## src/hw/rtl/qrfo_pkg.sv

```systemverilog
`default_nettype none
package qrfo_pkg;

    localparam int DIV_BITS  = 4;
    localparam int QUO_W     = 32;
    localparam int DV_W      = 34;
    localparam int REM_W     = 34;
    localparam int NUM_W     = 55;
    localparam int SUM_W     = 34;
    localparam int NORM_W    = 33;
    localparam int PROD_W    = 32;
    localparam int FRAC_SHIFT = 22;
    localparam int N_DIV_ST  = QUO_W / DIV_BITS;

    // Term sign per output row, bit [k][j] set when term j of row k is subtracted.
    localparam logic [3:0][2:0] ROW_NEG = 12'b111_001_100_010;

    typedef struct packed {
        logic signed [15:0] qx;
        logic signed [15:0] qy;
        logic signed [15:0] qz;
        logic signed [15:0] qw;
        logic signed [15:0] wx;
        logic signed [15:0] wy;
        logic signed [15:0] wz;
    } in_t;

    typedef struct packed {
        logic [3:0][2:0][PROD_W-1:0] term;
        logic [3:0][PROD_W-1:0]      sq;
    } prod_t;

    typedef struct packed {
        logic [3:0][SUM_W-1:0] s;
        logic [NORM_W-1:0]     d;
    } sum_t;

    typedef struct packed {
        logic [REM_W-1:0] rem;
        logic [QUO_W-1:0] num_lo;
        logic [QUO_W-1:0] quo;
        logic             neg;
        logic             ovf;
    } lane_t;

    typedef struct packed {
        lane_t [3:0]     lane;
        logic [DV_W-1:0] dv;
        logic            zero;
    } div_t;

endpackage
`default_nettype wire

```

## src/hw/rtl/qrfo_div_stage.sv

```systemverilog
`default_nettype none
module qrfo_div_stage
    import qrfo_pkg::*;
(
    input  wire logic aclk,
    input  wire logic en,
    input  wire div_t din,
    output div_t      dout
);

    div_t stg_next;
    div_t stg_reg;

    // Restoring division, DIV_BITS quotient bits per lane.
    always_comb begin
        logic [REM_W:0] trial;
        logic           qbit;
        stg_next = din;
        for (int l = 0; l < 4; l++) begin
            for (int b = 0; b < DIV_BITS; b++) begin
                trial = {stg_next.lane[l].rem, stg_next.lane[l].num_lo[QUO_W-1]};
                qbit  = trial >= {1'b0, stg_next.dv};
                if (qbit) begin
                    trial = trial - {1'b0, stg_next.dv};
                end
                stg_next.lane[l].rem    = trial[REM_W-1:0];
                stg_next.lane[l].num_lo = {stg_next.lane[l].num_lo[QUO_W-2:0], 1'b0};
                stg_next.lane[l].quo    = {stg_next.lane[l].quo[QUO_W-2:0], qbit};
            end
        end
    end

    always_ff @(posedge aclk) begin
        if (en) begin
            stg_reg <= stg_next;
        end
    end

    assign dout = stg_reg;

endmodule
`default_nettype wire

```

## config.mk

```make
export PLATFORM = sky130hd
export DESIGN_NAME = qrfo_div_stage
export DESIGN_NICKNAME = d
export VERILOG_FILES = /design/src/hw/rtl/qrfo_pkg.sv /design/src/hw/rtl/qrfo_div_stage.sv
export SDC_FILE = /design/constraint.sdc
export NUM_CORES = 2
export LEC_CHECK = 0
export BUFFER_PORTS_ARGS = -buffer_cell sky130_fd_sc_hd__buf_2
export CORE_AREA = 2 2 335 337
export CTS_CLUSTER_DIAMETER = 100
export DETAILED_ROUTE_END_ITERATION = 12
export DIE_AREA = 0 0 337 339
export SYNTH_ARGS = -nofsm -noshare
export SYNTH_HDL_FRONTEND = slang
export SYNTH_SLANG_ARGS = --single-unit
```

## constraint.sdc

```tcl
create_clock -name aclk -period 19.2 [get_ports aclk]
set_input_delay 1.92 -clock aclk [delete_from_list [all_inputs] [get_ports aclk]]
set_output_delay 1.92 -clock aclk [all_outputs]
set_load 0.05 [all_outputs]
```

==> results.md <==
- Share of cells above drive strength 1: 22.3%
- Setup TNS: 0 ns
- Pin count of the biggest net entering global routing: 162
- Seq/Total Area, Yosys: 27.1%
- Ys flop type: edfxtp_1
- Mapped Cells: 5163
- # clock sinks: 419
- Area leader, netlist: edfxtp_1
- Residual DRC: 0
- Die ar.: 0.114 mm^2
- CP Capture Type: flip-flop
- # setup viols final: 0
- Routed vias/inst: 6.04
- Final Util: 49.4%
- Top sig layer: met5
- I/O pins: 872
- DP HPWL: 169 mm
- Master of the slowest instance on the critical path: a311oi_2
- Synth Warn #: 0
- TritonCTS Buffers: 54
- Routed wire length: 207 mm
- Final hold slack: 1.42 ns
- Met3 routed WL: 22.4 mm
- DRT antenna net count: 0
- First-pass GRT wire length: 289 mm
- Clock slew at reported path FFs: 0.07 ns
- Post-CTS Resized: 0
- Slew Viols, Final: 0
- Final Hold Vio Count: 0
- Max-cap violation count: 0
- Min Tclk post-route: 16.11 ns
- DR iter-0 viols: 4447
- CTS tree: built
- Hold WC Path Type: input pin to flip-flop
- Number of global-route vias before repair: 41939
- Wire length on met2: 85.8 mm
- Worst-path fanout max: 22
- Peak Freq: 62.1 MHz
- Slew @ Worst Pin: 1.13 ns
- EDFF count, synth: 419
- # fillers: 10741
- Synth area leaders: edfxtp_1, ha_1, a21oi_1
- Row count: 122
- H-tree levels: 2
- Final Net Count: 7013
- Dpl cells: 7448
- Initial antenna violation count: 51
- Multi-input combinational cell area: 0.0325 mm^2
- Crit-path max cell delay: 0.82 ns
- Req. time, crit path: 19.61 ns
- Leakage: 24.2 nW
- Total power draw: 12.3 mW
- Root Driver: clkbuf_16
- RD Place Congestion: 1.04
- Max VDD drop: 198 uV
- GR Util All Layers: 34.7%
- Slew HR: 24.8%
- RSZ-0062 raised after global routing: false
- Layout Area Growth over Synthesis: 17.2%
- Most common cell on crit path: a21oi_1
- Port Buffers: 839
- Post-CTS Hold Buffers: 0
- Routed vias: 45709
- Mapped Area: 0.0465 mm^2
- Post-Syn Area per Cell: 9.00 um^2
- Power Density: 225 mW/mm^2
- DRT Pass-1 Iters: 6
- Register bit total from synthesis: 419
- Wire per inst: 27.4 um
- WS Path Type: input pin to flip-flop
- Chip Width: 337 um
- Top cell type's share of synthesized area: 27.1%
- CP arrival: 16.53 ns
- Largest register FFs: 419
- Seq. cell area: 0.0126 mm^2
- Core ar.: 0.110 mm^2
- Post-synthesis async set-or-reset flop share: 0%
- M1 WL: 86.0 mm
- Count of cell types in the netlist: 92
- Postcts setup bufs: 0
- Buffer depth of the longest clock path: 3
- Grt total ovfl: 0
- Status: completed
- Tcrit/Tclk final: 83.9%
- Finished Layout Cells: 7562
- Initial Util: 42.1%
- Die Ht: 339 um
- Startpoint types: input pin
-- where the power goes --
group | leakage [nW] | internal [mW] | switching (mW) | total (mW)
clock network | 0.900 | 0.604 | 0.474 | 1.08
registers | 4.10 | 1.54 | 0.0852 | 1.62
logic | 19.2 | 3.99 | 5.57 | 9.56
-- area by class of cell --
type                            count  area share [%]
Multi-Input combinational cell   4397            59.6
Inverter                          222            1.53
Tap cell                         1488            3.42
Antenna cell                       12          0.0551
Timing Repair Buffer              922            8.89
Sequential cell                   419            23.1
Clock buffer                       56            2.53
Clock inverter                     46           0.914
-- kinds of logic after synthesis --
logic type	after synthesis	synth area share [%]
other	1	0.00807
AOI/OAI and AO/OA	1684	23.3
muxes	351	8.79
xor gates and xnor gates	437	8.23
and+or+nand+nor	1349	14.0
adders and majority gates	560	15.3
buffers and inverters	362	3.30
DFF	419	27.1
-- metal layers --
layer | vias to the layer above | track usage, %
met3 | 494 | 10.3
li1 | 21231 | -
met5 | - | 0
met1 | 21853 | 45.3
met4 | 42 | 17.8
met2 | 2089 | 51.5
-- cells in the mapped netlist (59+ instances only) --
master,number
edfxtp_1,419
nor2_1,341
a21oi_1,517
a21o_1,229
o21a_1,84
nand2b_1,59
clkbuf_1,73
ha_1,544
xnor2_1,284
and3_1,63
xor2_1,153
o21ai_0,335
nand2_1,391
nand4_1,82
inv_1,213
nor3_1,91
o21bai_1,74
mux2_2,206
nor2b_1,74
nand3_1,102
-- path summary, 6_finish.rpt --
check / slack, ns / from / depth (start not counted) / endpoint
worst max-delay path: 3.09 / din[5] / 52 / dout[134]
worst min-delay path: 1.42 / din[392] / 1 / dout[396]
-- metrics by stage --
step | instance area [um^2] | setup slack, ns
finish | 54500 | 3.09
detailed placement | 52600 | 2.43
global route | 54500 | 1.99
floorplan | 46500 | 5.05
global placement | 52600 | 2.55
CTS | 54500 | 3.12
-- worst max-delay path: cells and delay by family --
kind	cells	cell delay [ns]
mux	3	1.16
compound gates	27	8.25
simple gates	9	1.29
fa+ha+maj	4	1.43
buf+inv	9	2.42
-- cells in the final DEF (no fill, tap or decap), types with 53 or more instances in the layout --
master     instances
a211oi_1          53
a21o_1           229
a21oi_1          517
and3_1            63
buf_2            838
buf_4             82
clkbuf_16         55
edfxtp_1         419
ha_1             544
inv_1            212
mux2_1            55
mux2_2           206
nand2_1          391
nand2b_1          59
nand3_1          100
nand4_1           82
nor2_1           340
nor2b_1           74
nor3_1            90
o21a_1            84
o21ai_0          335
o21bai_1          74
xnor2_1          284
xor2_1           153
Power figures use the tool's default switching activity.
