===== src/hw/rtl/qrfo_pkg.sv =====
`default_nettype none
package qrfo_pkg;

    localparam int DIV_BITS  = 4;
    localparam int QUO_W     = 32;
    localparam int DV_W      = 34;
    localparam int REM_W     = 34;
    localparam int NUM_W     = 55;
    localparam int SUM_W     = 34;
    localparam int NORM_W    = 33;
    localparam int PROD_W    = 32;
    localparam int FRAC_SHIFT = 22;
    localparam int N_DIV_ST  = QUO_W / DIV_BITS;

    // Term sign per output row, bit [k][j] set when term j of row k is subtracted.
    localparam logic [3:0][2:0] ROW_NEG = 12'b111_001_100_010;

    typedef struct packed {
        logic signed [15:0] qx;
        logic signed [15:0] qy;
        logic signed [15:0] qz;
        logic signed [15:0] qw;
        logic signed [15:0] wx;
        logic signed [15:0] wy;
        logic signed [15:0] wz;
    } in_t;

    typedef struct packed {
        logic [3:0][2:0][PROD_W-1:0] term;
        logic [3:0][PROD_W-1:0]      sq;
    } prod_t;

    typedef struct packed {
        logic [3:0][SUM_W-1:0] s;
        logic [NORM_W-1:0]     d;
    } sum_t;

    typedef struct packed {
        logic [REM_W-1:0] rem;
        logic [QUO_W-1:0] num_lo;
        logic [QUO_W-1:0] quo;
        logic             neg;
        logic             ovf;
    } lane_t;

    typedef struct packed {
        lane_t [3:0]     lane;
        logic [DV_W-1:0] dv;
        logic            zero;
    } div_t;

endpackage
`default_nettype wire


===== src/hw/rtl/qrfo_sum.sv =====
`default_nettype none
module qrfo_sum
    import qrfo_pkg::*;
(
    input  wire logic  aclk,
    input  wire logic  en,
    input  wire prod_t din,
    output sum_t       dout
);

    sum_t sum_next;
    sum_t sum_reg;

    always_comb begin
        logic signed [SUM_W-1:0] t;
        sum_next.d = NORM_W'(din.sq[0]) + NORM_W'(din.sq[1])
                   + NORM_W'(din.sq[2]) + NORM_W'(din.sq[3]);
        for (int k = 0; k < 4; k++) begin
            sum_next.s[k] = '0;
            for (int j = 0; j < 3; j++) begin
                t = SUM_W'($signed(din.term[k][j]));
                // subtract where the row calls for it
                if (ROW_NEG[k][j]) begin
                    sum_next.s[k] = sum_next.s[k] - t;
                end else begin
                    sum_next.s[k] = sum_next.s[k] + t;
                end
            end
        end
    end

    always_ff @(posedge aclk) begin
        if (en) begin
            sum_reg <= sum_next;
        end
    end

    assign dout = sum_reg;

endmodule
`default_nettype wire


===== config.mk =====
export PLATFORM = sky130hd
export DESIGN_NAME = qrfo_sum
export DESIGN_NICKNAME = d
export VERILOG_FILES = /design/src/hw/rtl/qrfo_pkg.sv /design/src/hw/rtl/qrfo_sum.sv
export SDC_FILE = /design/constraint.sdc
export NUM_CORES = 1
export LEC_CHECK = 0
export BUFFER_PORTS_ARGS = -buffer_cell sky130_fd_sc_hd__buf_2
export CORE_AREA = 2 2 263 265
export DETAILED_ROUTE_END_ITERATION = 12
export DIE_AREA = 0 0 265 267
export SLEW_MARGIN = 20
export SYNTH_ARGS = -nofsm -noshare
export SYNTH_HDL_FRONTEND = slang
export SYNTH_SLANG_ARGS = --single-unit

===== constraint.sdc =====
create_clock -name aclk -period 8.01 [get_ports aclk]
set_input_delay 0.801 -clock aclk [delete_from_list [all_inputs] [get_ports aclk]]
set_output_delay 0.801 -clock aclk [all_outputs]
set_load 0.05 [all_outputs]

==> reports/qor.log, run 1 <==
INFO  floorplanning  ioPinCount=683
INFO  synthesis      postSynth.asyncResetShare=0
INFO  global_route   grt_antenna_before_repair=0
INFO  pwr            comb_power_frac=0.627
INFO  worst_setup_path crit_required=8.23ns
INFO  clocking       h-tree-depth=4
INFO  global_route   gr-total-overflow=0
INFO  timing         min_period_over_period=0.553
INFO  drt            final_antenna_net_count=0
INFO  synthesis      syn_inst=2159
INFO  final_layout   synthToLayoutAreaGrowth=25.4%
INFO  timing         grt_setup_unrepaired=false
INFO  global_route   grt_max_degree=61
INFO  clocking       cts_inserted_buffers=17
INFO  synthesis      synth_edf_count=169
INFO  worst_setup_path critical_path.startpoint_type=primary input
INFO  floorplanning  die_outline_height=267µm
INFO  worst_setup_path cp_slowest_stage_delay=0.55ns
INFO  pwr            worst_ir_drop_vdd=0.134mV
INFO  timing         final.setup.tns=0ns
INFO  pwr            powerDensity=252nW/µm²
INFO  run_status     outcome=complete, no violations
INFO  min_path       hold_path_class=in2reg
INFO  final_layout   n_antenna_cell=0
INFO  clocking       cts_tree=done
INFO  pwr            power.switching=3.12mW
INFO  pwr            internal_power=3.11mW
INFO  global_route   globalRouteTotalUtil=0.160
INFO  final_layout   finish.cell_count_without_fillers=3735
INFO  clocking       post-cts-setup-buffers=0
INFO  pwr            share_seq_of_total_power=0.240
INFO  final_layout   ratio_of_cells_with_drive_above_1_in_the_final_layout=0.256
INFO  drt            dr.first_iter.drc_count=960
INFO  synthesis      yosys_register_bits=169
INFO  drt            via_count=16600
INFO  pwr            total_power_after_layout=6.23mW
INFO  global_route   number_of_global_route_vias_before_repair=16600
INFO  floorplanning  core_area=68000µm²
INFO  job            maxCapViolations=0
INFO  synthesis      post_synth.cell_area_avg=9.12µm²
INFO  pwr            power_frac_clock=0.133
INFO  worst_setup_path path_max_fanout=4
INFO  timing         worst_pin_slew=0.856ns
INFO  pwr            p_sw_frac=0.502
INFO  place          placement.io_buffers=682
INFO  synthesis      synthDistinctLibCells=66
INFO  synthesis      syn-num-nets=3065
INFO  drt            routed_wl=57300µm
INFO  drt            post-route-drc-count=0
INFO  drt            drt_pre_antenna_iters=5
INFO  worst_setup_path critical-path-slowest-cell=sky130_fd_sc_hd__fa_1
INFO  drt            post_drt_via_cell_ratio=4.43
INFO  clocking       clk_path_buf_depth=2
INFO  final_layout   postLayoutCoreUtil=0.363
INFO  worst_setup_path timing.critical_path.to_type=flip-flop
INFO  worst_setup_path crit_path_cells=buf_2 > fa_1 > fa_1 > ha_1 > fa_1 > a21o_1 > a221oi_1 > a21oi_1 > and3_1 > o211ai_2 > a21oi_1 > nor2_1 > o21ai_0 > xor2_1
INFO  clocking       clkSinkCount=169
INFO  timing         max_freq=226MHz
INFO  timing         worst_slew_margin_rel=0.429
INFO  drt            wl_per_cell=15.3µm
INFO  synthesis      synthesized_area=19700µm²
INFO  floorplanning  std_cell_rows=96
INFO  final_layout   largest_register_ffs=169
INFO  floorplanning  fp.dieW=265µm
INFO  place          post_placement_cell_count=3704
INFO  global_route   global_route_wire_length_before_repair=87800µm
INFO  timing         timing_max_transition_violations_final=0
INFO  worst_setup_path worst-setup-path-type=in2reg
INFO  timing         final-hold-violation-count=0
INFO  final_layout   fin_nets=3747
INFO  timing         finalSetupViolations=0
INFO  clocking       hold_buffers=0
INFO  clocking       clkTransAtPathRegs=0.07ns
INFO  synthesis      yosys_warnings=0
INFO  synthesis      synth_sequential_area_ratio=0.258
INFO  floorplanning  start_util=0.290
INFO  worst_setup_path arrival=4.65ns
INFO  clocking       cts-root-buf=sky130_fd_sc_hd__clkbuf_16
INFO  place          place.detailed.hpwl=49800µm
INFO  pwr            leakage=13.6nW
INFO  floorplanning  fp.dieArea=70800µm²
INFO  min_path       min_delay_path_depth=2
INFO  timing         fin_hold_ws=0.622ns
INFO  worst_setup_path path_common_cell=sky130_fd_sc_hd__fa_1
INFO  clocking       cts-resized-gates=0
INFO  place          place_congestion=0.920
INFO  timing         period_needed=4.43ns
INFO  synthesis      ys.flop_type=sky130_fd_sc_hd__edfxtp_1
## cells in the mapped netlist, types with 11 or more instances
master	count	area, µm²
sky130_fd_sc_hd__inv_1	685	2570
sky130_fd_sc_hd__ha_1	200	2500
sky130_fd_sc_hd__fa_1	192	3840
sky130_fd_sc_hd__edfxtp_1	169	5070
sky130_fd_sc_hd__a21oi_1	151	756
sky130_fd_sc_hd__nand2_1	87	327
sky130_fd_sc_hd__xnor2_1	84	736
sky130_fd_sc_hd__o21ai_0	79	395
sky130_fd_sc_hd__a21o_1	78	586
sky130_fd_sc_hd__nor2_1	60	225
sky130_fd_sc_hd__xor2_1	58	508
sky130_fd_sc_hd__nand3_1	33	165
sky130_fd_sc_hd__o21bai_1	24	180
sky130_fd_sc_hd__nand4_1	22	138
sky130_fd_sc_hd__clkbuf_1	21	78.8
sky130_fd_sc_hd__nor3_1	19	95.1
sky130_fd_sc_hd__and3_1	18	113
sky130_fd_sc_hd__nor2b_1	17	106
sky130_fd_sc_hd__nand2b_1	16	100
sky130_fd_sc_hd__a31oi_1	15	93.8
sky130_fd_sc_hd__a211oi_1	12	90.1
sky130_fd_sc_hd__o21a_1	11	82.6
## kinds of logic (layout without fill, tap and decap cells)
kind of cell	count (synthesis)	in the layout	share of synthesized area
AO/OA/AOI/OAI	446	446	0.146
XOR/XNOR	142	142	0.0632
adder cells (fa/ha/maj)	392	392	0.322
buffers and inverters	706	1400	0.135
flip-flops	169	169	0.258
multiplexers	3	3	0.00152
AND/OR/NAND/NOR	301	301	0.0749
## power by group through the flow
stage	Sequential [mW]	Clock [mW]	Combinational (mW)
after global placement	1.51	0	3.90
after CTS	1.50	0.865	3.93
after floorplan	2.60	0	1.78
after detailed placement	1.52	0	3.91
after global routing	1.53	0.895	4.25
final	1.50	0.827	3.91
## per-stage QoR
| step | worst slack, ns | cell area, µm² |
|---|---|---|
| 6_report | 3.58 | 24700 |
| 5_1_grt | 3.35 | 24700 |
| 4_1_cts | 3.67 | 24700 |
| 3_5_place_dp | 3.12 | 24200 |
| 3_3_place_gp | 3.16 | 24200 |
| 2_1_floorplan | 3.76 | 19700 |
## cell usage in the layout, fill, tap and decap left out, types with 11 or more instances in the layout
cell type,count
sky130_fd_sc_hd__clkbuf_16,17
sky130_fd_sc_hd__o21bai_1,24
sky130_fd_sc_hd__ha_1,200
sky130_fd_sc_hd__a31oi_1,15
sky130_fd_sc_hd__a21oi_1,151
sky130_fd_sc_hd__inv_1,685
sky130_fd_sc_hd__nand3_1,33
sky130_fd_sc_hd__buf_2,681
sky130_fd_sc_hd__o21ai_0,79
sky130_fd_sc_hd__o21a_1,11
sky130_fd_sc_hd__nor2_1,60
sky130_fd_sc_hd__nand2b_1,16
sky130_fd_sc_hd__nor2b_1,17
sky130_fd_sc_hd__and3_1,18
sky130_fd_sc_hd__xor2_1,58
sky130_fd_sc_hd__nor3_1,19
sky130_fd_sc_hd__xnor2_1,84
sky130_fd_sc_hd__a21o_1,78
sky130_fd_sc_hd__nand2_1,87
sky130_fd_sc_hd__edfxtp_1,169
sky130_fd_sc_hd__nand4_1,22
sky130_fd_sc_hd__fa_1,192
sky130_fd_sc_hd__a211oi_1,12
## path summary, 6_finish.rpt
path	startpoint	end
worst max-delay path	din[1]	dout[31]$_DFFE_PP_
worst min-delay path	din[128]	dout[33]$_DFFE_PP_
## cell type report
| cell class | instances | area, µm² |
|---|---|---|
| multi-input combinational | 1284 | 12000 |
| tap | 882 | 1100 |
| fill | 7026 | 43300 |
| inverter | 685 | 2570 |
| clock buffer | 18 | 429 |
| timing repair buffer | 684 | 3440 |
| sequential | 169 | 5070 |
| clock inverter | 13 | 120 |
## worst max-delay path, delay by kind of cell
| family | cells | cell delay, ns |
|---|---|---|
| adder cells (fa/ha/maj) | 4 | 1.61 |
| AO/OA/AOI/OAI | 6 | 1.44 |
| AND/OR/NAND/NOR | 2 | 0.53 |
| XOR/XNOR | 1 | 0.17 |
| buffers and inverters | 1 | 0.11 |
## layer usage
layer / vias up / part of all wire / track usage
li1: 8288 / - / -
met4: 0 / 0.016 / 0.0415
met3: 41 / 0.061 / 0.0360
met1: 7711 / 0.41 / 0.191
met2: 519 / 0.51 / 0.290
met5: - / 0 / 0
Note: power is estimated with default switching activity, not from simulation.
==> inputs of run 2 (changes only) <==
- clock period: 8.01 -> 3.59 ns (I/O delays scaled with it)
==> run 2 against run 1 <==
Against the previous run:
- die area did not move
- combinational power up 140%
- clock-buffer cell count decreased by 1
- sequential share of layout area fell by 1.1 points
- hold slack worse by 0.45 ns
- sequential cell count unchanged
- critical path depth grew 2
- non-clock buffer count rose by 159
- design area increased by 5.5%
- sequential power is 120% higher
- critical path type unchanged
==> reports/qor.log, run 2 (synthesis results as in run 1) <==
INFO  worst_setup_path critical_path.startpoint_type=primary input
INFO  clocking       cts_tree=done
INFO  drt            wl_met1=24200µm
INFO  clocking       cts-root-buf=sky130_fd_sc_hd__clkbuf_16
INFO  global_route   grt_max_degree=65
INFO  run_status     outcome=complete, no violations
INFO  worst_setup_path arrival=3.70ns
INFO  worst_setup_path timing.critical_path.to_type=flip-flop
INFO  clocking       cts-resized-gates=0
INFO  final_layout   layout.cells.most_common_list=sky130_fd_sc_hd__inv_1 (685), sky130_fd_sc_hd__buf_2 (681), sky130_fd_sc_hd__ha_1 (195)
INFO  clocking       h-tree-depth=4
INFO  drt            met3RoutedLength=3670µm
INFO  final_layout   synthToLayoutAreaGrowth=32.3%
INFO  worst_setup_path path_max_fanout=3
INFO  floorplanning  fp.dieArea=70800µm²
INFO  place          placedInstanceArea=25500µm²
INFO  min_path       hold_path_class=in2reg
INFO  timing         worst_pin_slew=0.628ns
INFO  final_layout   n_antenna_cell=0
INFO  timing         period_needed=3.47ns
INFO  worst_setup_path critical-path-slowest-cell=sky130_fd_sc_hd__fa_1
INFO  clocking       cts_inserted_buffers=17
INFO  global_route   grt_antenna_before_repair=0
INFO  final_layout   final_area=26100µm²
INFO  drt            dr.first_iter.drc_count=728
INFO  timing         max_freq=288MHz
INFO  worst_setup_path worst-setup-path-type=in2reg
INFO  drt            post-route-drc-count=0
INFO  global_route   globalRouteTotalUtil=0.164
INFO  place          place_congestion=0.871
INFO  drt            final_antenna_net_count=0
INFO  clocking       clkSinkCount=169
INFO  floorplanning  die_outline_height=267µm
INFO  drt            post_drt_via_cell_ratio=4.40
INFO  global_route   number_of_global_route_vias_before_repair=17400
INFO  place          post_placement_cell_count=3863
INFO  final_layout   finish.cell_count_without_fillers=3895
INFO  worst_setup_path cp_slowest_stage_delay=0.58ns
INFO  final_layout   final.fill_count=6985
INFO  floorplanning  std_cell_rows=96
INFO  drt            drt_pre_antenna_iters=8
INFO  floorplanning  ioPinCount=683
INFO  clocking       clkTransAtPathRegs=0.08ns
INFO  timing         finalSetupViolations=0
INFO  timing         timing_max_transition_violations_final=0
INFO  pwr            worst_ir_drop_vdd=0.247mV
INFO  worst_setup_path crit_required=3.82ns
INFO  timing         worst_slew_margin_rel=0.581
INFO  clocking       hold_buffers=0
INFO  pwr            powerDensity=566nW/µm²
INFO  timing         fin_hold_ws=0.173ns
INFO  floorplanning  fp.dieW=265µm
INFO  floorplanning  core_area=68000µm²
INFO  timing         min_period_over_period=0.966
INFO  timing         grt_setup_unrepaired=false
INFO  drt            routed_wl=59100µm
INFO  drt            wl_per_cell=15.2µm
INFO  drt            met2_wirelength=29500µm
INFO  final_layout   layout_commonest_cell=sky130_fd_sc_hd__inv_1
INFO  clocking       post-cts-setup-buffers=0
INFO  drt            top_layer_used=met4
INFO  global_route   gr-total-overflow=0
INFO  worst_setup_path crit_path_cells=buf_2 > inv_1 > fa_1 > inv_1 > fa_1 > ha_4 > a21o_1 > a221oi_2 > o21ai_1 > a21oi_2 > o311a_4 > o31ai_1 > buf_4 > a221o_1 > a21oi_2 > xnor2_1
INFO  pwr            leakage=14.3nW
INFO  place          placement.io_buffers=682
INFO  floorplanning  start_util=0.290
INFO  clocking       clk_path_buf_depth=2
INFO  timing         final-hold-violation-count=0
INFO  pwr            total_power_after_layout=14.7mW
INFO  final_layout   fin_nets=3906
INFO  final_layout   largest_register_ffs=169
INFO  global_route   global_route_wire_length_before_repair=90200µm
INFO  drt            via_count=17200
INFO  job            maxCapViolations=0
INFO  place          place.detailed.hpwl=51700µm
INFO  final_layout   ratio_of_cells_with_drive_above_1_in_the_final_layout=0.301
-- run 2: report_power, final --
part           switching (mW)  total (mW)  leakage (nW)  internal (mW)
Combinational            6.09        9.48          12.4           3.39
Sequential              0.169        3.35          1.65           3.18
Clock                   0.953        1.92         0.268          0.970
-- run 2: critical path, delay by kind of cell --
kind	cells	cell delay (ns)
compound gates	8	1.64
xor+xnor	1	0.07
fa+ha+maj	3	1.31
buf+inv	4	0.32
-- run 2: routing by layer --
layer | track usage | vias to the layer above
li1 | - | 8629
met2 | 0.296 | 535
met5 | 0 | -
met4 | 0.0541 | 0
met3 | 0.0379 | 77
met1 | 0.193 | 7916
-- run 2: metrics by stage --
step / setup slack [ns] / setup TNS, ns / utilization
after floorplan: -0.00811 / -0.00826 / -
after global placement: -0.378 / -7.85 / 0.375
after detailed placement: -0.402 / -7.98 / 0.375
after CTS: 0.122 / 0 / 0.383
after global routing: 0.000424 / 0 / 0.383
final: 0.123 / 0 / 0.383
-- run 2: final timing paths --
check,from,to,slack [ns],cells after the start
worst min-delay path,din[224],dout[67]$_DFFE_PP_,0.17,2
worst max-delay path,din[5],dout[30]$_DFFE_PP_,0.12,16
-- run 2: final cells by class --
class | instances | area [µm²] | area share
repair buffers | 843 | 4660 | 0.179
flip-flops and latches | 169 | 5070 | 0.195
clock inverters | 15 | 141 | 0.00542
inverters | 685 | 2570 | 0.0987
well taps | 882 | 1100 | 0.0423
multi-input cells | 1284 | 12100 | 0.464
clock buffers | 17 | 425 | 0.0163
==> inputs of run 3 (changes only) <==
- PLACE_DENSITY: default -> 0.55
==> run 3 against run 2 <==
Against the previous run:
- design area rose by 0.22%
- global-route usage rose by 0.13 points
- clock-buffer cell count did not move
- highest routed layer is now met5
- clock power barely moved
==> reports/qor.log, run 3 (synthesis results as in run 1) <==
INFO  run_status     outcome=complete, no violations
INFO  worst_setup_path cp_slowest_stage_delay=0.58ns
INFO  final_layout   final_area=26100µm²
INFO  floorplanning  fp.dieW=265µm
INFO  pwr            worst_ir_drop_vdd=0.305mV
INFO  timing         timing_max_transition_violations_final=0
INFO  final_layout   layout_commonest_cell=sky130_fd_sc_hd__inv_1
INFO  clocking       clk_path_buf_depth=2
INFO  timing         worst_pin_slew=0.749ns
INFO  timing         final.setup.tns=0ns
INFO  min_path       hold_path_startpoint=din[352]
INFO  drt            drt_pre_antenna_iters=5
INFO  final_layout   postLayoutCoreUtil=0.384
INFO  floorplanning  core_area=68000µm²
INFO  timing         worst_slew_margin_rel=0.501
INFO  min_path       hold_path_class=in2reg
INFO  timing         period_needed=3.50ns
INFO  global_route   grt_antenna_before_repair=7
INFO  pwr            leakage=14.4nW
INFO  final_layout   largest_register_ffs=169
INFO  place          placement.io_buffers=682
INFO  clocking       clkSinkCount=169
INFO  drt            routed_wl=59100µm
INFO  place          place.detailed.hpwl=52100µm
INFO  timing         finalSetupViolations=0
INFO  job            maxCapViolations=0
INFO  timing         fin_hold_ws=0.181ns
INFO  clocking       cts_tree=done
INFO  worst_setup_path critical_path.n_buffers_inverters=4
INFO  timing         min_period_over_period=0.974
INFO  global_route   grt_max_degree=75
INFO  timing         final-hold-violation-count=0
INFO  clocking       h-tree-depth=4
INFO  drt            via_count=17100
INFO  worst_setup_path crit_path_cells=buf_2 > inv_1 > fa_1 > inv_1 > fa_1 > ha_4 > a21o_1 > a221oi_2 > o21ai_1 > a21oi_2 > o311a_4 > o31ai_1 > buf_4 > a221o_1 > a21oi_2 > xnor2_1
INFO  pwr            powerDensity=566nW/µm²
INFO  drt            post_drt_via_cell_ratio=4.38
INFO  worst_setup_path crit_required=3.82ns
INFO  clocking       cts_inserted_buffers=17
INFO  clocking       post-cts-setup-buffers=0
INFO  clocking       hold_buffers=0
INFO  drt            dr.first_iter.drc_count=726
INFO  global_route   global_route_wire_length_before_repair=90200µm
INFO  timing         grt_setup_unrepaired=true
INFO  global_route   gr-total-overflow=0
INFO  final_layout   layout.cells.most_common_list=sky130_fd_sc_hd__inv_1 (685), sky130_fd_sc_hd__buf_2 (681), sky130_fd_sc_hd__ha_1 (195)
INFO  worst_setup_path timing.critical_path.to_type=flip-flop
INFO  clocking       clkTransAtPathRegs=0.07ns
INFO  drt            final_antenna_net_count=0
INFO  clocking       cts-resized-gates=0
INFO  worst_setup_path critical-path-slowest-cell=sky130_fd_sc_hd__fa_1
INFO  worst_setup_path crit_family=compound AO/OA/AOI/OAI gates
INFO  place          placedInstanceArea=25500µm²
INFO  clocking       cts-root-buf=sky130_fd_sc_hd__clkbuf_16
INFO  global_route   number_of_global_route_vias_before_repair=17300
INFO  floorplanning  fp.dieArea=70800µm²
INFO  worst_setup_path arrival=3.73ns
INFO  timing         max_freq=286MHz
INFO  global_route   globalRouteTotalUtil=0.166
INFO  floorplanning  std_cell_rows=96
INFO  floorplanning  die_outline_height=267µm
INFO  drt            wl_per_cell=15.1µm
INFO  floorplanning  start_util=0.290
INFO  worst_setup_path critical_path.startpoint=din[5]
INFO  drt            post-route-drc-count=0
INFO  worst_setup_path path_max_fanout=5
INFO  final_layout   ratio_of_cells_with_drive_above_1_in_the_final_layout=0.303
INFO  worst_setup_path worst-setup-path-type=in2reg
INFO  floorplanning  ioPinCount=683
INFO  final_layout   synthToLayoutAreaGrowth=32.6%
INFO  final_layout   fin_nets=3914
INFO  worst_setup_path critical_path.startpoint_type=primary input
INFO  place          place_congestion=0.897
==> run 3: changes by cell type in the layout (fill, tap and decap cells not counted), moves of 2 or more <==
cell                       before  now
sky130_fd_sc_hd__buf_4        159  168
sky130_fd_sc_hd__clkinv_1       2    0
sky130_fd_sc_hd__diode_2        0    6
sky130_fd_sc_hd__inv_8          3    1
==> run 3: per-layer routing <==
metal | GRT usage | vias to the layer above | part of all wire
li1 | - | 8633 | -
met1 | 0.190 | 7947 | 0.41
met2 | 0.298 | 478 | 0.51
met3 | 0.0385 | 64 | 0.059
met4 | 0.0644 | 2 | 0.026
met5 | 0 | - | 0.00030
==> run 3: layout make-up <==
cell class,count,area [µm²]
clock inverter,13,145
tap,882,1100
antenna,6,15.0
multi-input combinational,1284,12100
sequential,169,5070
timing repair buffer,851,4700
fill,7094,41900
inverter,685,2570
clock buffer,17,425
==> run 3: stage by stage <==
stage	cells	total power, mW	worst slack (ns)
2_1_floorplan	2159	9.85	-0.00811
6_report	3907	14.8	0.0947
5_1_grt	3907	15.9	-0.0170
3_5_place_dp	3871	13.0	-0.381
4_1_cts	3901	15.0	0.163
3_3_place_gp	3871	12.9	-0.347
==> run 3: power breakdown <==
part	switching [mW]	internal (mW)
sequential	0.196	3.18
clock	0.908	1.02
combinational	6.07	3.41
==> run 3: worst paths after layout <==
| path | slack [ns] | cells past startpoint | end |
|---|---|---|---|
| max | 0.09 | 16 | dout[30]$_DFFE_PP_ |
| min | 0.18 | 2 | dout[101]$_DFFE_PP_ |
