==> config.mk <==
export PLATFORM = sky130hd
export DESIGN_NAME = qrfo_prep
export DESIGN_NICKNAME = d
export VERILOG_FILES = /design/src/hw/rtl/qrfo_pkg.sv /design/src/hw/rtl/qrfo_prep.sv
export SDC_FILE = /design/constraint.sdc
export NUM_CORES = 1
export LEC_CHECK = 0
export BUFFER_PORTS_ARGS = -buffer_cell sky130_fd_sc_hd__buf_2
export CAP_MARGIN = 20
export CELL_PAD_IN_SITES_DETAIL_PLACEMENT = 0
export CELL_PAD_IN_SITES_GLOBAL_PLACEMENT = 1
export CORE_AREA = 2 2 235 237
export CTS_BUF_LIST = sky130_fd_sc_hd__clkbuf_4 sky130_fd_sc_hd__clkbuf_8
export CTS_CLUSTER_DIAMETER = 100
export DETAILED_ROUTE_END_ITERATION = 8
export DIE_AREA = 0 0 237 239
export PLACE_DENSITY_LB_ADDON = 0.1
export REMOVE_ABC_BUFFERS = 1
export SLEW_MARGIN = 20
export SYNTH_ARGS = -nofsm -noshare
export SYNTH_HDL_FRONTEND = slang
export SYNTH_SLANG_ARGS = --single-unit
==> constraint.sdc <==
create_clock -name aclk -period 7.4 [get_ports aclk]
set_input_delay 0 -clock aclk [delete_from_list [all_inputs] [get_ports aclk]]
set_output_delay 0 -clock aclk [all_outputs]
set_load 0.02 [all_outputs]
==> src/hw/rtl/qrfo_pkg.sv <==
`default_nettype none
package qrfo_pkg;

    localparam int DIV_BITS  = 4;
    localparam int QUO_W     = 32;
    localparam int DV_W      = 34;
    localparam int REM_W     = 34;
    localparam int NUM_W     = 55;
    localparam int SUM_W     = 34;
    localparam int NORM_W    = 33;
    localparam int PROD_W    = 32;
    localparam int FRAC_SHIFT = 22;
    localparam int N_DIV_ST  = QUO_W / DIV_BITS;

    // Term sign per output row, bit [k][j] set when term j of row k is subtracted.
    localparam logic [3:0][2:0] ROW_NEG = 12'b111_001_100_010;

    typedef struct packed {
        logic signed [15:0] qx;
        logic signed [15:0] qy;
        logic signed [15:0] qz;
        logic signed [15:0] qw;
        logic signed [15:0] wx;
        logic signed [15:0] wy;
        logic signed [15:0] wz;
    } in_t;

    typedef struct packed {
        logic [3:0][2:0][PROD_W-1:0] term;
        logic [3:0][PROD_W-1:0]      sq;
    } prod_t;

    typedef struct packed {
        logic [3:0][SUM_W-1:0] s;
        logic [NORM_W-1:0]     d;
    } sum_t;

    typedef struct packed {
        logic [REM_W-1:0] rem;
        logic [QUO_W-1:0] num_lo;
        logic [QUO_W-1:0] quo;
        logic             neg;
        logic             ovf;
    } lane_t;

    typedef struct packed {
        lane_t [3:0]     lane;
        logic [DV_W-1:0] dv;
        logic            zero;
    } div_t;

endpackage
`default_nettype wire

==> src/hw/rtl/qrfo_prep.sv <==
`default_nettype none
module qrfo_prep
    import qrfo_pkg::*;
(
    input  wire logic aclk,
    input  wire logic en,
    input  wire sum_t din,
    output div_t      dout
);

    div_t div_next;
    div_t div_reg;

    always_comb begin
        logic [SUM_W-1:0] abs_s;
        logic [NUM_W-1:0] num;
        div_next.dv   = {din.d, 1'b0};
        div_next.zero = (din.d == '0);
        for (int k = 0; k < 4; k++) begin
            div_next.lane[k].neg = din.s[k][SUM_W-1];
            abs_s = din.s[k][SUM_W-1] ? (SUM_W'(0) - din.s[k]) : din.s[k];
            // numerator = 2^22 * |S| + D, carries the rounding half
            num = {NUM_W'(abs_s[QUO_W-1:0]) << FRAC_SHIFT} + NUM_W'(din.d);
            div_next.lane[k].rem    = REM_W'(num[NUM_W-1:QUO_W]);
            div_next.lane[k].num_lo = num[QUO_W-1:0];
            div_next.lane[k].quo    = '0;
            div_next.lane[k].ovf    = DV_W'(num[NUM_W-1:QUO_W]) >= {din.d, 1'b0};
        end
    end

    always_ff @(posedge aclk) begin
        if (en) begin
            div_reg <= div_next;
        end
    end

    assign dout = div_reg;

endmodule
`default_nettype wire

==> metrics.md, run 1 <==
| Metric | Value |
|---|---|
| Outcome | `finished, final reports clean` |
| Worst Max-Slew Pin Slew | `about 1.0 ns` |
| Layout cell share with drive strength beyond 1 | `about 23%` |
| Global Route Usage Sum | `roughly a fifth` |
| GR Overflow Total | `0` |
| Final worst slack | `1.67 ns` |
| Power, Total | `3.32 mW` |
| Chip width | `237 um` |
| Vias | `around 14000` |
| I/O Pins | `slightly above 600` |
| H-Tree Depth | `4` |
| Setup TNS | `0 ns` |
| Routed WL per cell | `20.1 um` |
| Clk sink count | `about 170` |
| Clk pin slew, worst setup/hold paths | `approximately 0.11 ns` |
| FMAX | `175 MHz` |
| Top cells by count, synth | `261 x buf_4, 174 x edfxtp_1, 138 x ha_1, 138 x xnor2_1, 92 x nand2_1` |
| Post-DP HPWL | `roughly 45 mm` |
| Synth Register Bits | `174` |
| RSZ-0062 raised after global routing | `no` |
| Max VDD drop | `approximately 130 uV` |
| Final wirelength | `~57 mm` |
| Vias in the first global route | `approximately 13000` |
| Area grow syn2layout | `19.4%` |
| CTS tree | `yes` |
| Hold_sp | `din[134]` |
| Ys flop type | `edfxtp_1` |
| Final Critical Period | `5.73 ns` |
| Critical Path End Type | `flip-flop` |
| Final Core Density | `35.2%` |
| Kind of critical path | `in -> reg` |
| Startpoint types | `input port` |
| Post-CTS Setup Inserts | `0` |
| Floorplan row count | `86` |
| Worst Setup Slack post-DPL | `between 1.5 and 2 ns` |
| CTS root buffer | `clkbuf_8` |
| Normalized max-slew margin | `between 20 and 30%` |
| Crit path arrival time | `6.03 ns` |
| Post-synth EDFFs | `between 150 and 200` |
| Hold Fails Final Rpt | `0` |
| Final setup viols | `0` |
| Initial Util | `between 20% and 30%` |
| Number of max-cap violations | `0` |
| Num CTS Buffers | `17` |
| Hold Path Class | `in -> reg` |
| Worst hold slack | `slightly below 0.08 ns` |
| Synth cell types | `74` |
| Die Area | `roughly 57000 um^2` |
| First-pass GRT wire length | `roughly 83 mm` |
| Synthesized area | `16000 um^2` |
| P_leak | `8.02 nW` |
| Synthesized area per cell | `about 9.4 um^2` |
| DRC violations left | `0` |
| Post-CTS Resized | `0` |
| DRT antenna net count | `0` |
| Seq/Total Area, Yosys | `between 30% and 40%` |
| Synthesis Warnings | `0` |
| Worst Hold Depth | `2` |
| Asr flop ratio synth | `0%` |
| Max-slew violations | `0` |
| Max Fanout on Critical Path | `9` |
| Fillers | `~5700` |
| IO buf count | `approximately 430` |
| Post-Syn Instances | `1698` |
| Clock buffer depth | `2` |
| Hold Path End | `dout[236]$_DFFE_PP_` |
| Largest net degree at the start of global routing | `approximately 100` |
| Largest register FFs | `about 170` |
| Gpl congestion | `just over 0.8` |
| Ranking of synthesized cells by area | `edfxtp_1 33%, buf_4 12%, ha_1 11%, xnor2_1 7.5%, xor2_1 5.0%` |
| Fin crit share | `77.4%` |
| TritonRoute pass-1 iters | `5` |
| Pwr dens | `173 nW/um^2` |
| # nets final | `around 2400` |
| Die Height | `239 um` |
| Top cell type's share of synthesized area | `between 30% and 40%` |
| Initial antenna violation count | `3` |
| Core Region | `54300 um^2` |
| Area leader, netlist | `edfxtp_1` |
| Initial DRC Count | `approximately 600` |
| Drt via density | `~4.8` |
| Top-count cell post-synth | `buf_4` |
| Critical Path RT | `7.71 ns` |
[worst max-delay path by stage]
stage | start | to | slack (ns) | depth (start not counted)
global placement | din[103] | dout[235]$_DFFE_PP_ | 1.73 | 22
detailed placement | din[103] | dout[235]$_DFFE_PP_ | 1.68 | 22
floorplan | din[34] | dout[35]$_DFFE_PP_ | 2.89 | 22
CTS | din[101] | dout[235]$_DFFE_PP_ | 1.82 | 27
finish | din[101] | dout[235]$_DFFE_PP_ | 1.67 | 27
global route | din[101] | dout[235]$_DFFE_PP_ | 1.41 | 23
[what timing repair did]
item                                    4_1_cts  5_1_grt
endpoints found under the hold margin       112        0
endpoints found under the setup margin        0        0
hold buffers                                108        0
[routing by layer]
metal	global-route usage, %	vias to the layer above	share of wire [%]
li1	-	6652	-
met1	25.4	6430	45
met2	33.7	414	49
met3	3.65	56	4.5
met4	6.12	4	2.2
met5	0	-	0.047
[stage by stage]
step           instance area [um^2]  std cells
2_1_floorplan                 14600       1572
3_3_place_gp                  17700       2709
3_5_place_dp                  17700       2709
4_1_cts                       19100       2849
5_1_grt                       19200       2851
6_report                      19200       2851
[report_power, final]
part	leakage [nW]	switching [mW]	total, mW	internal (mW)
registers	1.70	0.0488	1.30	1.25
clock network	0.190	0.419	0.694	0.274
logic	6.13	0.870	1.33	0.464
total	8.02	1.34	3.32	1.98
[critical path, cell delays in order]
cell	delay (ns)
dlygate4sd3_1	0.53
buf_2	0.16
inv_1	0.07
ha_1	0.18
or3b_2	0.53
nand2_1	0.11
xnor2_1	0.09
ha_1	0.36
nand2_1	0.08
o21ai_0	0.19
a21oi_1	0.14
a21oi_1	0.22
a31oi_1	0.18
o21ba_2	0.30
nor4_1	0.91
a21o_1	0.21
o21ai_0	0.10
xnor2_1	0.38
ha_1	0.33
a21o_1	0.17
a21oi_1	0.14
o21ai_0	0.10
a21oi_1	0.11
o21ai_0	0.08
o21bai_1	0.17
nand4_1	0.12
a21oi_1	0.06
[cell families (layout without fill, tap and decap cells)]
kind of cell	Yosys count	count (layout)	synth area share, %
muxes	4	4	0.257
other	1	174	0.0234
xor gates and xnor gates	229	229	12.5
and+or+nand+nor	465	465	15.5
adders and majority gates	142	142	11.3
AOI/OAI and AO/OA	331	331	13.5
buffers and inverters	352	628	14.3
DFF	174	174	32.6
[placed cells by master (no fill, tap or decap), drive strengths merged, types with 36 or more instances in the layout]
| cell type | instances |
|---|---|
| nor4 | 36 |
| inv | 58 |
| ha | 138 |
| a21o | 41 |
| nand2 | 92 |
| conb | 173 |
| nor2 | 91 |
| nor3 | 40 |
| o21ai | 84 |
| nand3 | 36 |
| xor2 | 91 |
| xnor2 | 138 |
| edfxtp | 174 |
| a21oi | 73 |
| buf | 433 |
| dlygate4sd3 | 108 |
[area by class of cell]
type                            instances  area, um^2  share of cell area [%]
Multi-Input combinational cell       1344        9170                    47.9
Inverter                               54         203                    1.06
Timing Repair Buffer                  542        3300                    17.2
Sequential cell                       174        5230                    27.3
Tap cell                              704         881                    4.60
Clock inverter                         14         133                   0.692
Clock buffer                           18         241                    1.26
Antenna cell                            1        2.50                  0.0131
Power figures use the tool's default switching activity.
==> run 2, diff against run 1 <==
--- a/config.mk
+++ b/config.mk
@@ -9,11 +9,11 @@
 export CAP_MARGIN = 20
 export CELL_PAD_IN_SITES_DETAIL_PLACEMENT = 0
 export CELL_PAD_IN_SITES_GLOBAL_PLACEMENT = 1
-export CORE_AREA = 2 2 235 237
+export CORE_AREA = 2 2 234 236
 export CTS_BUF_LIST = sky130_fd_sc_hd__clkbuf_4 sky130_fd_sc_hd__clkbuf_8
 export CTS_CLUSTER_DIAMETER = 100
 export DETAILED_ROUTE_END_ITERATION = 8
-export DIE_AREA = 0 0 237 239
+export DIE_AREA = 0 0 236 238
 export PLACE_DENSITY_LB_ADDON = 0.1
 export REMOVE_ABC_BUFFERS = 1
 export SLEW_MARGIN = 20
==> constraint.sdc (replaced) <==
create_clock -name aclk -period 4.7 [get_ports aclk]
set_input_delay 0 -clock aclk [delete_from_list [all_inputs] [get_ports aclk]]
set_output_delay 0 -clock aclk [all_outputs]
set_load 0.02 [all_outputs]
==> run 2 against run 1 <==
  * Global-route usage rose by 0.45 points
  * Combinational power rose by 74%
  * Routed wire length rose by 2.7%
  * First-iteration DRC count rose by 19%
  * Clock-buffer cell count rose by 3
  * Die area fell by 0.84%
  * Sequential power rose by 57%
  * Non-clock buffer count rose by 184
  * Via count rose by 4.7%
  * Worst hold slack got worse by 0.0034 ns
==> metrics.md, run 2 (synthesis results as in run 1) <==
| Metric | Value |
|---|---|
| Outcome | `finished, final reports clean` |
| CTS root buffer | `clkbuf_8` |
| Clk sink count | `174` |
| Clock buffer depth | `2` |
| Critical Path RT | `~5.0 ns` |
| Initial antenna violation count | `7` |
| CTS tree | `yes` |
| Critical Path End Type | `flip-flop` |
| Worst Max-Slew Pin Slew | `roughly 0.75 ns` |
| Worst path bufs/invs | `5` |
| Largest net degree at the start of global routing | `roughly 100` |
| I/O Pins | `between 600 and 700` |
| Initial Util | `between 20% and 30%` |
| Clk pin slew, worst setup/hold paths | `~0.1 ns` |
| Final Critical Period | `4.47 ns` |
| Kind of critical path | `in -> reg` |
| Pwr dens | `around 270 nW/um^2` |
| Area grow syn2layout | `28.5%` |
| Gpl congestion | `roughly 0.85` |
| Layout cell share with drive strength beyond 1 | `a little under a third` |
| Post-DP HPWL | `around 48 mm` |
| Top delay family on crit path | `compound AO/OA/AOI/OAI gates` |
| Final instance area | `slightly above 20000 um^2` |
| CP cell instances | `dlygate4sd3_1, clkbuf_4, buf_4, nand2b_1, xnor2_2, ha_1, buf_4, a211oi_1, o21bai_1, o31ai_1, buf_4, o21a_1, nor2_1, nor2b_2, and3_1, a21boi_0, xor2_1, ha_1, and4_1, a221oi_2, o41ai_2, a221o_1, nand4_1, a21oi_1` |
| TritonRoute pass-1 iters | `5` |
| Met3 usage | `~3.4%` |
| Routed WL per cell | `a little under 20 um` |
| Reg area | `approximately 5200 um^2` |
| Chip width | `around 240 um` |
| Initial DRC Count | `a little under 700` |
| Commonest non-fill, non-tap cell in the layout | `buf_2` |
| Max-slew violations | `0` |
| Crit path largest cell delay | `0.52 ns` |
| Final wirelength | `slightly below 60 mm` |
| Global Route Usage Sum | `20.3%` |
| Normalized max-slew margin | `between 40% and 50%` |
| DRT antenna net count | `0` |
| IO buf count | `roughly 430` |
| Crit path arrival time | `around 4.8 ns` |
| Hold_sp | `din[88]` |
| P_leak | `about 9 nW` |
| GRT busiest layer | `met2` |
| Cells after DPL | `around 2900` |
| Fin crit share | `between 90% and 100%` |
| Grt met2 use | `35.0%` |
| Core Region | `roughly 53000 um^2` |
| Number of max-cap violations | `0` |
| Area of the multi-input gates | `about 9300 um^2` |
| GR Overflow Total | `0` |
| Final setup viols | `0` |
| Startpoint types | `input port` |
| Vias in the first global route | `~14000` |
| H-Tree Depth | `4` |
| # nets final | `about 2600` |
| Power, Total | `roughly 5.5 mW` |
| Drt via density | `4.68` |
| Most frequent cells in the layout | `425 x buf_2, 200 x buf_4, 174 x edfxtp_1` |
| Floorplan row count | `between 80 and 90` |
| Post-Layout Cell Count | `3032` |
| Die Height | `about 240 um` |
| DP Area | `roughly 19000 um^2` |
| Routing usage on met1 | `26.0%` |
| Hold Fails Final Rpt | `0` |
| DRC violations left | `0` |
| First-pass GRT wire length | `~84 mm` |
| Largest register FFs | `roughly 170` |
| Hold Path End | `dout[212]$_DFFE_PP_` |
| Vias | `around 14000` |
| Num CTS Buffers | `17` |
| Max Fanout on Critical Path | `5` |
| Die Area | `about 56000 um^2` |
| Final Core Density | `approximately two fifths` |
| Hold Path Class | `in -> reg` |
| Slowest-stage cell, CP | `dlygate4sd3_1` |
| Worst Hold Depth | `3` |
| Fillers | `~5500` |
| FMAX | `approximately 220 MHz` |
| Top cell by count, worst path | `buf_4` |
| Max VDD drop | `206 uV` |
-- run 2: changes by cell type in the layout (fill, tap and decap cells not counted), moves of 5 or more --
cell,previous run,this run
buf_4,5,200
dlygate4sd3_1,108,96
o21ai_0,84,75
o21ai_1,0,9
clkbuf_4,1,6
diode_2,1,6
-- run 2: repair_timing --
item | 4_1_cts | 5_1_grt
hold endpoints to repair | 95 | 28
setup buffers | 0 | 6
resized for setup | 0 | 34
hold buffers | 95 | 1
setup endpoints to repair | 0 | 4
-- run 2: how the worst max path moves through the flow --
| stage | from | to | slack (ns) | cells after the start |
|---|---|---|---|---|
| floorplan | din[34] | dout[35]$_DFFE_PP_ | 0.19 | 22 |
| global placement | din[102] | dout[235]$_DFFE_PP_ | -0.32 | 25 |
| detailed placement | din[102] | dout[235]$_DFFE_PP_ | -0.37 | 25 |
| CTS | din[66] | dout[35]$_DFFE_PP_ | 0.03 | 23 |
| global route | din[66] | dout[35]$_DFFE_PP_ | -0.02 | 23 |
| finish | din[66] | dout[35]$_DFFE_PP_ | 0.23 | 24 |
-- run 2: area by class of cell --
class                   count  area share (%)
well taps                 696            4.22
multi-input cells        1344            45.0
inverters                  54           0.983
clock inverters            11           0.522
diodes                      6          0.0728
repair buffers            726            22.6
clock buffers              21            1.28
flip-flops and latches    174            25.3
-- run 2: where the power goes --
group	leakage [nW]	total [mW]	switching, mW	internal [mW]
sequential	1.70	2.04	0.0803	1.96
clock	0.185	1.11	0.665	0.448
combinational	7.07	2.32	1.42	0.896
-- run 2: layer usage --
layer	part of all wire, %	up-vias
li1	-	7024
met1	45	6728
met2	49	390
met3	4.2	41
met4	1.6	4
met5	0.051	-
-- run 2: worst min-delay path, stage by stage --
cell	delay, ns
buf_2	0.15
xnor2_1	0.17
xnor2_1	0.13
-- run 2: metrics by stage --
stage / TNS, ns / hold slack [ns] / worst slack (ns)
2_1_floorplan: 0 / 0.0989 / 0.191
3_3_place_gp: -0.770 / 0.196 / -0.316
3_5_place_dp: -0.935 / 0.197 / -0.369
4_1_cts: 0 / 0.0160 / 0.0325
5_1_grt: -0.0235 / 0.0649 / -0.0235
6_report: 0 / 0.0735 / 0.235
==> run 3, diff against run 2 <==
--- a/config.mk
+++ b/config.mk
@@ -9,11 +9,11 @@
 export CAP_MARGIN = 20
 export CELL_PAD_IN_SITES_DETAIL_PLACEMENT = 0
 export CELL_PAD_IN_SITES_GLOBAL_PLACEMENT = 1
-export CORE_AREA = 2 2 234 236
+export CORE_AREA = 2 2 233 235
 export CTS_BUF_LIST = sky130_fd_sc_hd__clkbuf_4 sky130_fd_sc_hd__clkbuf_8
 export CTS_CLUSTER_DIAMETER = 100
 export DETAILED_ROUTE_END_ITERATION = 8
-export DIE_AREA = 0 0 236 238
+export DIE_AREA = 0 0 235 237
 export PLACE_DENSITY_LB_ADDON = 0.1
 export REMOVE_ABC_BUFFERS = 1
 export SLEW_MARGIN = 20
==> constraint.sdc (replaced) <==
create_clock -name aclk -period 5.6 [get_ports aclk]
set_input_delay 0 -clock aclk [delete_from_list [all_inputs] [get_ports aclk]]
set_output_delay 0 -clock aclk [all_outputs]
set_load 0.02 [all_outputs]
==> run 3 against run 2 <==
  * Setup slack better by 0.14 ns
  * Combinational power down 24%
  * Final cell count down 5.7%
  * Via count down 2.9%
  * Sequential share of layout area up 1.8 points
  * Global-route usage down 0.093 points
  * Worst hold slack worse by 0.0020 ns
  * Clock-buffer cell count down 1
  * Non-clock buffer count down 170
  * Die area down 0.84%
  * Design area down 6.6%
  * Flip-flop and latch count unchanged
==> metrics.md, run 3 (synthesis results as in run 1) <==
| Metric | Value |
|---|---|
| Post-DP HPWL | `~47 mm` |
| Worst Setup SP | `din[101]` |
| Worst Setup Slack post-DPL | `0.214 ns` |
| Max VDD drop | `around 170 uV` |
| Final Core Density | `between 30% and 40%` |
| Critical Path RT | `5.92 ns` |
| DRC violations left | `0` |
| Die Area | `around 56000 um^2` |
| Vias | `roughly 14000` |
| Post-Layout Cell Count | `~2900` |
| Final setup viols | `0` |
| Initial DRC Count | `681` |
| Final wirelength | `between 50 and 60 mm` |
| Worst Max-Slew Pin Slew | `0.982 ns` |
| Num CTS Buffers | `17` |
| CTS root buffer | `clkbuf_8` |
| Area grow syn2layout | `20.0%` |
| Setup TNS | `0 ns` |
| Drt via density | `approximately 4.8` |
| CTS tree | `yes` |
| Number of max-cap violations | `0` |
| Routed WL per cell | `roughly 20 um` |
| Chip width | `about 240 um` |
| Pwr dens | `231 nW/um^2` |
| CP Capture Point | `dout[235]$_DFFE_PP_` |
| Max-slew violations | `0` |
| First-pass GRT wire length | `about 83 mm` |
| Floorplan row count | `85` |
| Normalized max-slew margin | `approximately a third` |
| Reg area | `~5200 um^2` |
| Area of the multi-input gates | `9180 um^2` |
| Crit path arrival time | `5.54 ns` |
| Initial antenna violation count | `6` |
| Kind of critical path | `in -> reg` |
| RSZ-0062 raised after global routing | `no` |
| Fillers | `5526` |
| Largest register FFs | `approximately 170` |
| Final Critical Period | `5.22 ns` |
| Layout cell share with drive strength beyond 1 | `a little under a quarter` |
| Commonest non-fill, non-tap cell in the layout | `buf_2` |
| Outcome | `finished, final reports clean` |
| GR Overflow Total | `0` |
| DRT antenna net count | `0` |
| H-Tree Depth | `4` |
| Gpl congestion | `about 0.87` |
| DP Area | `about 18000 um^2` |
| # nets final | `about 2500` |
| I/O Pins | `606` |
| Clk pin slew, worst setup/hold paths | `between 0.1 and 0.15 ns` |
| Final worst slack | `0.379 ns` |
| TritonRoute pass-1 iters | `5` |
| Startpoint types | `input port` |
| Cells after DPL | `roughly 2700` |
| Core Region | `roughly 53000 um^2` |
| Critical Path End Type | `flip-flop` |
| Hold Path Class | `in -> reg` |
| P_leak | `8.09 nW` |
| IO buf count | `~430` |
| Clock buffer depth | `2` |
| Initial Util | `a little under a third` |
| Global Route Usage Sum | `between 20% and 30%` |
| Most frequent cells in the layout | `427 x buf_2, 174 x edfxtp_1, 173 x conb_1` |
| Largest net degree at the start of global routing | `90` |
| FMAX | `roughly 190 MHz` |
| Vias in the first global route | `roughly 13000` |
| Die Height | `~240 um` |
| Fin crit share | `roughly 93%` |
| Max Fanout on Critical Path | `9` |
| Final instance area | `about 19000 um^2` |
| Hold Fails Final Rpt | `0` |
| Clk sink count | `between 150 and 200` |
run 3: changes by cell type in the layout (fill, tap and decap cells not counted), moves of 7 or more:
cell and delta:
buf_4 -176, dlygate4sd3_1 +7, o21ai_0 +9, o21ai_1 -9
run 3: how the worst min path moves through the flow:
stage | from | endpoint | slack (ns) | depth (start not counted)
after global routing | din[57] | dout[116]$_DFFE_PP_ | 0.04 | 4
final | din[84] | dout[208]$_DFFE_PP_ | 0.07 | 3
after global placement | din[2] | dout[71]$_DFFE_PP_ | 0.19 | 1
after detailed placement | din[2] | dout[71]$_DFFE_PP_ | 0.20 | 1
after CTS | din[154] | dout[410]$_DFFE_PP_ | 0.007 | 4
after floorplan | din[100] | dout[136]$_DFFE_PP_ | 0.1 | 0
run 3: timing repair:
item                                   4_1_cts  5_1_grt
gates resized for setup                      0        4
hold buffers                               103        0
setup buffers                                0        0
setup endpoints to repair                    0        1
endpoints found under the hold margin      108        0
run 3: layer usage:
layer  GRT usage (%)  vias up  share of wire (%)
li1                -     6667                  -
met3            3.45       45                4.1
met2            34.9      422                 49
met1            25.9     6636                 45
met5               0        -              0.022
met4            5.49        2                1.8
run 3: layout make-up:
class | count | share of cell area [%]
multi-input cells | 1344 | 47.7
flip-flops and latches | 174 | 27.1
repair buffers | 556 | 17.5
well taps | 696 | 4.52
clock buffers | 20 | 1.33
inverters | 54 | 1.05
clock inverters | 11 | 0.689
diodes | 3 | 0.0390
run 3: worst max-delay path: stages:
cell	delay (ns)
dlygate4sd3_1	0.54
buf_2	0.16
inv_1	0.06
ha_1	0.19
or3b_2	0.54
nand2_1	0.11
xnor2_1	0.16
ha_1	0.32
a21oi_1	0.24
o21ai_0	0.13
a21oi_1	0.27
a21oi_1	0.15
a31oi_1	0.31
o21ba_4	0.25
mux2_2	0.34
a21oi_1	0.12
a21oi_1	0.07
xor2_1	0.32
ha_1	0.30
nand4_1	0.12
nor2_1	0.05
nor2_1	0.09
nand2_1	0.06
a21oi_1	0.15
o21ai_0	0.10
o21bai_1	0.18
nand4_1	0.13
a21oi_1	0.07
run 3: report_power, final:
part	internal, mW	switching, mW
combinational	0.617	1.16
clock	0.414	0.549
sequential	1.65	0.0644
total	2.68	1.77
run 3: metrics by stage:
step                total power, mW  hold WS (ns)
finish                         4.45        0.0715
global route                   4.71        0.0434
CTS                            4.51       0.00731
detailed placement             3.46         0.196
global placement               3.45         0.194
floorplan                      2.79        0.0989
